### src/design/generational_slot_pool_core_macros.svh
// Assertion macros for the generational slot pool core.
// Used by the top level; no other dependencies.
`ifndef GENERATIONAL_SLOT_POOL_CORE_MACROS_SVH
`define GENERATIONAL_SLOT_POOL_CORE_MACROS_SVH
`ifndef SYNTH
`define GSP_ASSERT_IMPLY(label, clk, rst, ante, cons, msg) \
   label: assert property (@(posedge clk) disable iff (rst) (ante) |-> (cons)) \
      else $error(msg);
`define GSP_ASSERT_NEXT(label, clk, rst, ante, cons, msg) \
   label: assert property (@(posedge clk) disable iff (rst) (ante) |=> (cons)) \
      else $error(msg);
`else
`define GSP_ASSERT_IMPLY(label, clk, rst, ante, cons, msg)
`define GSP_ASSERT_NEXT(label, clk, rst, ante, cons, msg)
`endif
`endif

### src/design/gsp_pkg.sv
// Shared constants, codes and control structs of the generational slot pool.
// No dependencies.
package gsp_pkg;

   localparam int NUM_IDS   = 255;
   localparam int SLOT_BITS = 8;
   localparam int GEN_BITS  = 24;

   localparam int CMD_W    = 2;
   localparam int SLOT_W   = 8;
   localparam int ID_W     = 32;
   localparam int STATUS_W = 2;

   localparam int TOP_W     = $clog2(NUM_IDS + 1);
   localparam int STACK_AW  = $clog2(NUM_IDS);
   localparam int GEN_DEPTH = NUM_IDS + 1;
   localparam int GEN_AW    = $clog2(GEN_DEPTH);

   typedef enum logic [CMD_W-1:0] {
      CMD_ACQUIRE    = 2'd0,
      CMD_RELEASE    = 2'd1,
      CMD_GEN_ID     = 2'd2,
      CMD_ID_TO_SLOT = 2'd3
   } cmd_type;

   typedef enum logic [STATUS_W-1:0] {
      STATUS_OK    = 2'd0,
      STATUS_EMPTY = 2'd1,
      STATUS_BAD   = 2'd2
   } status_type;

   typedef struct packed {
      logic              push;
      logic              pop;
      logic [SLOT_W-1:0] slot;
   } stk_ctl_type;

   typedef struct packed {
      logic empty;
      logic full;
   } stk_flags_type;

   typedef struct packed {
      logic              en;
      logic [SLOT_W-1:0] slot;
   } gen_rd_type;

endpackage

### src/design/gsp_ram.sv
// Generic single-write, single-read RAM with registered read data.
// No dependencies.
module gsp_ram #(
   parameter int WIDTH = 8,
   parameter int DEPTH = 256
) (
   input  logic                     clock,
   input  logic                     wr_en,
   input  logic [$clog2(DEPTH)-1:0] wr_addr,
   input  logic [WIDTH-1:0]         wr_data,
   input  logic                     rd_en,
   input  logic [$clog2(DEPTH)-1:0] rd_addr,
   output logic [WIDTH-1:0]         rd_data
);

   logic [WIDTH-1:0] mem_ff [DEPTH];
   logic [WIDTH-1:0] rd_data_ff;

   always_ff @(posedge clock) begin
      if (wr_en) begin
         mem_ff[wr_addr] <= wr_data;
      end
      if (rd_en) begin
         rd_data_ff <= mem_ff[rd_addr];
      end
   end

   assign rd_data = rd_data_ff;

endmodule

### src/design/gsp_stack.sv
// Free-slot LIFO: stack pointer, per-entry written bits and stack RAM.
// Depends on gsp_pkg and gsp_ram.
module gsp_stack (
   input  logic                  clock,
   input  logic                  reset,
   input  gsp_pkg::stk_ctl_type  ctl,
   output gsp_pkg::stk_flags_type flags,
   output logic [gsp_pkg::SLOT_W-1:0] pop_slot
);
   import gsp_pkg::*;

   logic [TOP_W-1:0]    top_ff, top_in;
   logic [NUM_IDS-1:0]  vld_ff;
   logic [TOP_W-1:0]    top_dec;
   logic [STACK_AW-1:0] pop_idx, push_idx;
   logic                pop_vld_ff;
   logic [SLOT_W-1:0]   pop_dflt_ff;
   logic [SLOT_W-1:0]   ram_q;

   assign top_dec  = top_ff - TOP_W'(1);
   assign pop_idx  = top_dec[STACK_AW-1:0];
   assign push_idx = top_ff[STACK_AW-1:0];

   always_comb begin
      top_in = top_ff;
      if (ctl.pop) begin
         top_in = top_dec;
      end else if (ctl.push) begin
         top_in = top_ff + TOP_W'(1);
      end
   end

   always_ff @(posedge clock) begin
      if (reset) begin
         top_ff <= TOP_W'(NUM_IDS);
         vld_ff <= '0;
      end else begin
         top_ff <= top_in;
         if (ctl.push) begin
            vld_ff[push_idx] <= 1'b1;
         end
      end
   end

   // unwritten entry k reads as its reset content NUM_IDS - k
   always_ff @(posedge clock) begin
      if (ctl.pop) begin
         pop_vld_ff  <= vld_ff[pop_idx];
         pop_dflt_ff <= SLOT_W'(TOP_W'(NUM_IDS) - top_dec);
      end
   end

   gsp_ram #(
      .WIDTH(SLOT_W),
      .DEPTH(NUM_IDS)
   ) u_ram (
      .clock  (clock),
      .wr_en  (ctl.push),
      .wr_addr(push_idx),
      .wr_data(ctl.slot),
      .rd_en  (ctl.pop),
      .rd_addr(pop_idx),
      .rd_data(ram_q)
   );

   assign pop_slot    = pop_vld_ff ? ram_q : pop_dflt_ff;
   assign flags.empty = (top_ff == '0);
   assign flags.full  = (top_ff >= TOP_W'(NUM_IDS));

endmodule

### config.mk
export PLATFORM = sky130hd
export DESIGN_NAME = gsp_stack
export DESIGN_NICKNAME = d
export VERILOG_FILES = /design/src/design/generational_slot_pool_core_macros.svh /design/src/design/gsp_pkg.sv /design/src/design/gsp_ram.sv /design/src/design/gsp_stack.sv
export SDC_FILE = /design/constraint.sdc
export NUM_CORES = 2
export LEC_CHECK = 0
export ABC_AREA = 1
export BUFFER_PORTS_ARGS = -buffer_cell sky130_fd_sc_hd__buf_4
export CORE_ASPECT_RATIO = 1.75
export CORE_MARGIN = 8
export CORE_UTILIZATION = 30
export CTS_CLUSTER_DIAMETER = 100
export DETAILED_ROUTE_END_ITERATION = 7
export GPL_TIMING_DRIVEN = 0
export SLEW_MARGIN = 20
export SYNTH_ARGS = -nofsm -noshare
export SYNTH_HDL_FRONTEND = slang
export SYNTH_SLANG_ARGS = --single-unit
### constraint.sdc
create_clock -name clock -period 2.78 [get_ports clock]
set_input_delay 0.556 -clock clock [delete_from_list [all_inputs] [get_ports clock]]
set_output_delay 0.556 -clock clock [all_outputs]
set_load 0.02 [all_outputs]
==> summary by stage <==
Clocking
The H-tree generated during clock tree synthesis spans 4 levels. The clock root buffer master is sky130_fd_sc_hd__clkbuf_16. The number of sinks on the clock net is 2320. TritonCTS built the clock tree. The clock passes through at most 4 buffers. The clock input transition at the sequential cells of the worst setup and hold paths is 0.08 ns.

The clock buffer count from CTS is 196. Clock latency on the worst-skew pair, taken at its later pin, is 0.91 ns.

Worst setup path
Counting both buffers and inverters, the worst setup path holds a total of 10. The kind of start point of the critical path is a register. The worst setup path is of the reg -> reg kind. The startpoint identified for the worst register-to-register timing path is push_idx[0]. The worst register-to-register path has a depth of 20. The flop-to-flop setup slack is -0.66 ns. The timing startpoint of the critical path is push_idx[0]. The total number of cells along the worst setup path is 20.

The slowest stage cell on the critical path is sky130_fd_sc_hd__ha_4. Grouping stages by cell kind, the critical path spends the most delay in buffers and inverters. The arrival time at the worst endpoint is 4.08 ns. By instance count, the cell type seen most on the critical path is sky130_fd_sc_hd__buf_12. The nature of the critical path endpoint is a register.

The largest stage delay on the critical path is 0.38 ns. The end of the worst register-to-register path is u_ram.rd_data[0]. Walking the worst path, the cells encountered are buf_8, inv_6, buf_12, buf_12, buf_12, ha_4, buf_4, buf_12, buf_16, buf_16, buf_12, nand3_1, nand3_1, nand3_1, nand3_2, nand2_1, nand2_2, nand3_4, nand3_4, nand2_1.

The required time at the worst-slack endpoint is 3.42 ns. Of all nets on the critical path, the largest fanout is 10.

Global route
The via count of the first global-routing pass was 67700. The total routing resource utilization after global routing is 24.9%. Entering global routing, the biggest net connects 108 pins.

The first global-routing pass estimated 569000 µm of wire. The total congestion overflow after global routing is 0. The number of antenna violations at the first check in global routing is 23.

Yosys
The mapped netlist covers 0.0939 mm². Synthesis produced a netlist with a net count of 8575. After technology mapping, the gate count stands at 8559.

The netlist uses 29 different library cells. Of the synthesized area, sequential elements account for 71.4%. The mean instance size in the synthesized netlist is 11.0 µm². The number of warnings printed during yosys synthesis is 0.

The synthesized design contains 2320 register bits.

Status
The checks that failed: negative setup slack. The flow ran to the end, but the final reports show violations.

STA
Setup repair after global routing could not meet its margin everywhere. The max-slew headroom at the worst pin is 14.5%. The final period utilization is 124%. The final period demand of the worst path is 3.44 ns. The number of max-slew violations in the final report came to 0. The maximum clock frequency is 0.291 GHz.

The count of final setup violators is 1703. The total count of hold-check failures in the final report came to 0. The pin slew with the least headroom to its limit is 1.28 ns. The clock tree skew after final layout is 0.0598 ns.

Hold is met by 0.0843 ns. After layout, the worst setup slack is -0.658 ns.

Floorplan
The region available for standard cell placement spans 0.312 mm². The number of placement rows is 272. The overall die height is 756 µm. Pin placement for this block handled 22 I/O pins. The total die area is 0.332 mm².

Measured along the x axis, the die boundary spans 439 µm. The initial utilization of the core area, before any placement, comes to 30.1%.

Place
The last weighted congestion value of the routability-driven placer is 1.08. At the placement stage, the worst setup path has a slack of -3.73 ns. The standard cell area after detailed placement is 0.101 mm².

The half-perimeter wire length after placement is 300000 µm. The count of buffers added on input and output ports is 20.

Route
The first-pass iteration count of the detailed router is 8. For this run, design rule violations remaining after detail routing come to 0. After the first detailed-routing iteration, the DRC count stood at 9075. The number of routed nets with antenna violations is 0.

The detailed router placed 71600 vias in this run. The wire length per cell is 32.5 µm. The ratio of routed vias to standard cells is 5.42. The wire length after detailed routing is 429000 µm.

Worst hold path
The worst hold path terminates at pop_dflt_ff[2]. The start point of the worst hold path is ctl[8]. The kind of path behind the tightest hold check is in -> reg. The depth of the worst hold-timing path is 1.

Power and ir drop
The internal power is 58.0 mW. Combinational logic is responsible for 19.8% of the overall power. The largest voltage drop on the vdd net is 0.506 mV. The static leakage is 39.7 nW.

In this run the power spent charging and discharging nets is 25.5 mW. The clock network fraction of total power is 34.6%. Net switching is 30.6% of the power. The sequential share of power is 45.5%.

The power density of the placed cells is 736 mW/mm².

Final layout
The final instance area is 0.113 mm². The top cell types in the final layout, fill and taps aside, are sky130_fd_sc_hd__nand2_1 (2435), sky130_fd_sc_hd__edfxtp_1 (2057), sky130_fd_sc_hd__nand3_1 (1964). The net count of the finished layout is 8942.

The most frequent standard cell in the layout excluding fill and tap cells is sky130_fd_sc_hd__nand2_1. The layout-stage area growth over the synthesis result is 20.7%. Of the cells placed in the final design, the portion with a size suffix greater than 1 is 16.3%. The final core utilization is 36.3%.

Flow run
Across the run, the number of max-cap violations was 0.
==> power by group through the flow <==
stage / Sequential (mW) / Clock (mW) / Combinational, mW
6_report: 38.0 / 28.9 / 16.6
5_1_grt: 38.0 / 29.8 / 16.6
4_1_cts: 38.0 / 28.8 / 15.4
3_5_place_dp: 38.8 / 0 / 13.3
3_3_place_gp: 38.9 / 0 / 13.1
2_1_floorplan: 38.8 / 0 / 5.86
==> through the flow <==
| step | power (mW) | cells | TNS, ns |
|---|---|---|---|
| finish | 83.5 | 13200 | -347.90 |
| global route | 84.4 | 13200 | -365.46 |
| CTS | 82.1 | 13100 | -482.56 |
| detailed placement | 52.1 | 12700 | -2325.20 |
| global placement | 51.9 | 12700 | -5532.78 |
| floorplan | 44.7 | 8559 | 0 |
==> sequential cells by signal (all words and copies together) (netlist names) <==
signal	count
u_ram.mem_ff	2040
vld_ff	255
pop_dflt_ff	8
push_idx	8
u_ram.rd_data	8
pop_vld_ff	1
==> cell type report <==
| class | instances | area [µm²] |
|---|---|---|
| diodes | 17 | 42.5 |
| plain buffers | 564 | 4770 |
| clock buffers | 247 | 5330 |
| clock inverters | 112 | 1150 |
| fillers | 30500 | 199000 |
| inverters | 132 | 568 |
| multi-input cells | 5547 | 26700 |
| flip-flops and latches | 2320 | 67000 |
| well taps | 4110 | 5140 |
| repair buffers | 165 | 2660 |
==> synthesized netlist by cell type, drive strengths merged <==
library cell | count | area [µm²]
clkbuf | 193 | 726
o311ai | 1 | 8.76
xor2 | 3 | 33.8
buf | 374 | 1910
nand2 | 2457 | 9230
mux2 | 8 | 90.1
nand3 | 2221 | 11100
nor2 | 824 | 3100
o31ai | 1 | 7.51
nor3 | 1 | 16.3
ha | 4 | 50.1
o21ai | 4 | 20.0
dfxtp | 263 | 5270
o221ai | 1 | 8.76
o32ai | 1 | 8.76
edfxtp | 2057 | 61800
o211ai | 5 | 37.5
inv | 128 | 480
clkinv | 4 | 15.0
o21a | 1 | 7.51
a21oi | 8 | 40.0
==> how the worst max path moves through the flow <==
stage,endpoint,slack [ns]
after global placement,u_ram.rd_data[2],-3.75
final,u_ram.rd_data[0],-0.66
after floorplan,u_ram.rd_data[1],0.001
after CTS,pop_vld_ff,-0.53
after global routing,u_ram.rd_data[6],-0.70
after detailed placement,u_ram.rd_data[2],-3.73
==> what timing repair did <==
| item | CTS | global route |
|---|---|---|
| pin swaps | 53 | 74 |
| cloned | 10 | 8 |
| buffers inserted | 32 | 56 |
| endpoints found under the hold margin | 4 | 0 |
| endpoints found under the setup margin | 2050 | 2087 |
| hold buffers | 1 | 0 |
| gates resized for setup | 962 | 242 |
==> metal layers <==
metal / vias to the layer above / GRT usage [%] / routed length [µm]
li1: 30400 / - / -
met1: 34700 / 23.2 / 126000
met2: 4606 / 41.9 / 207000
met3: 1774 / 5.54 / 34600
met4: 8 / 28.9 / 61700
met5: - / 0 / 54
==> cell families after synthesis <==
| family | after synthesis | share of synthesized area [%] |
|---|---|---|
| fa+ha+maj | 4 | 0.0533 |
| xor+xnor | 3 | 0.0360 |
| flops | 2320 | 71.4 |
| mux | 8 | 0.0959 |
| buf+inv | 699 | 3.33 |
| compound gates | 22 | 0.148 |
| simple gates | 5503 | 25.0 |
Power figures use the tool's default switching activity.
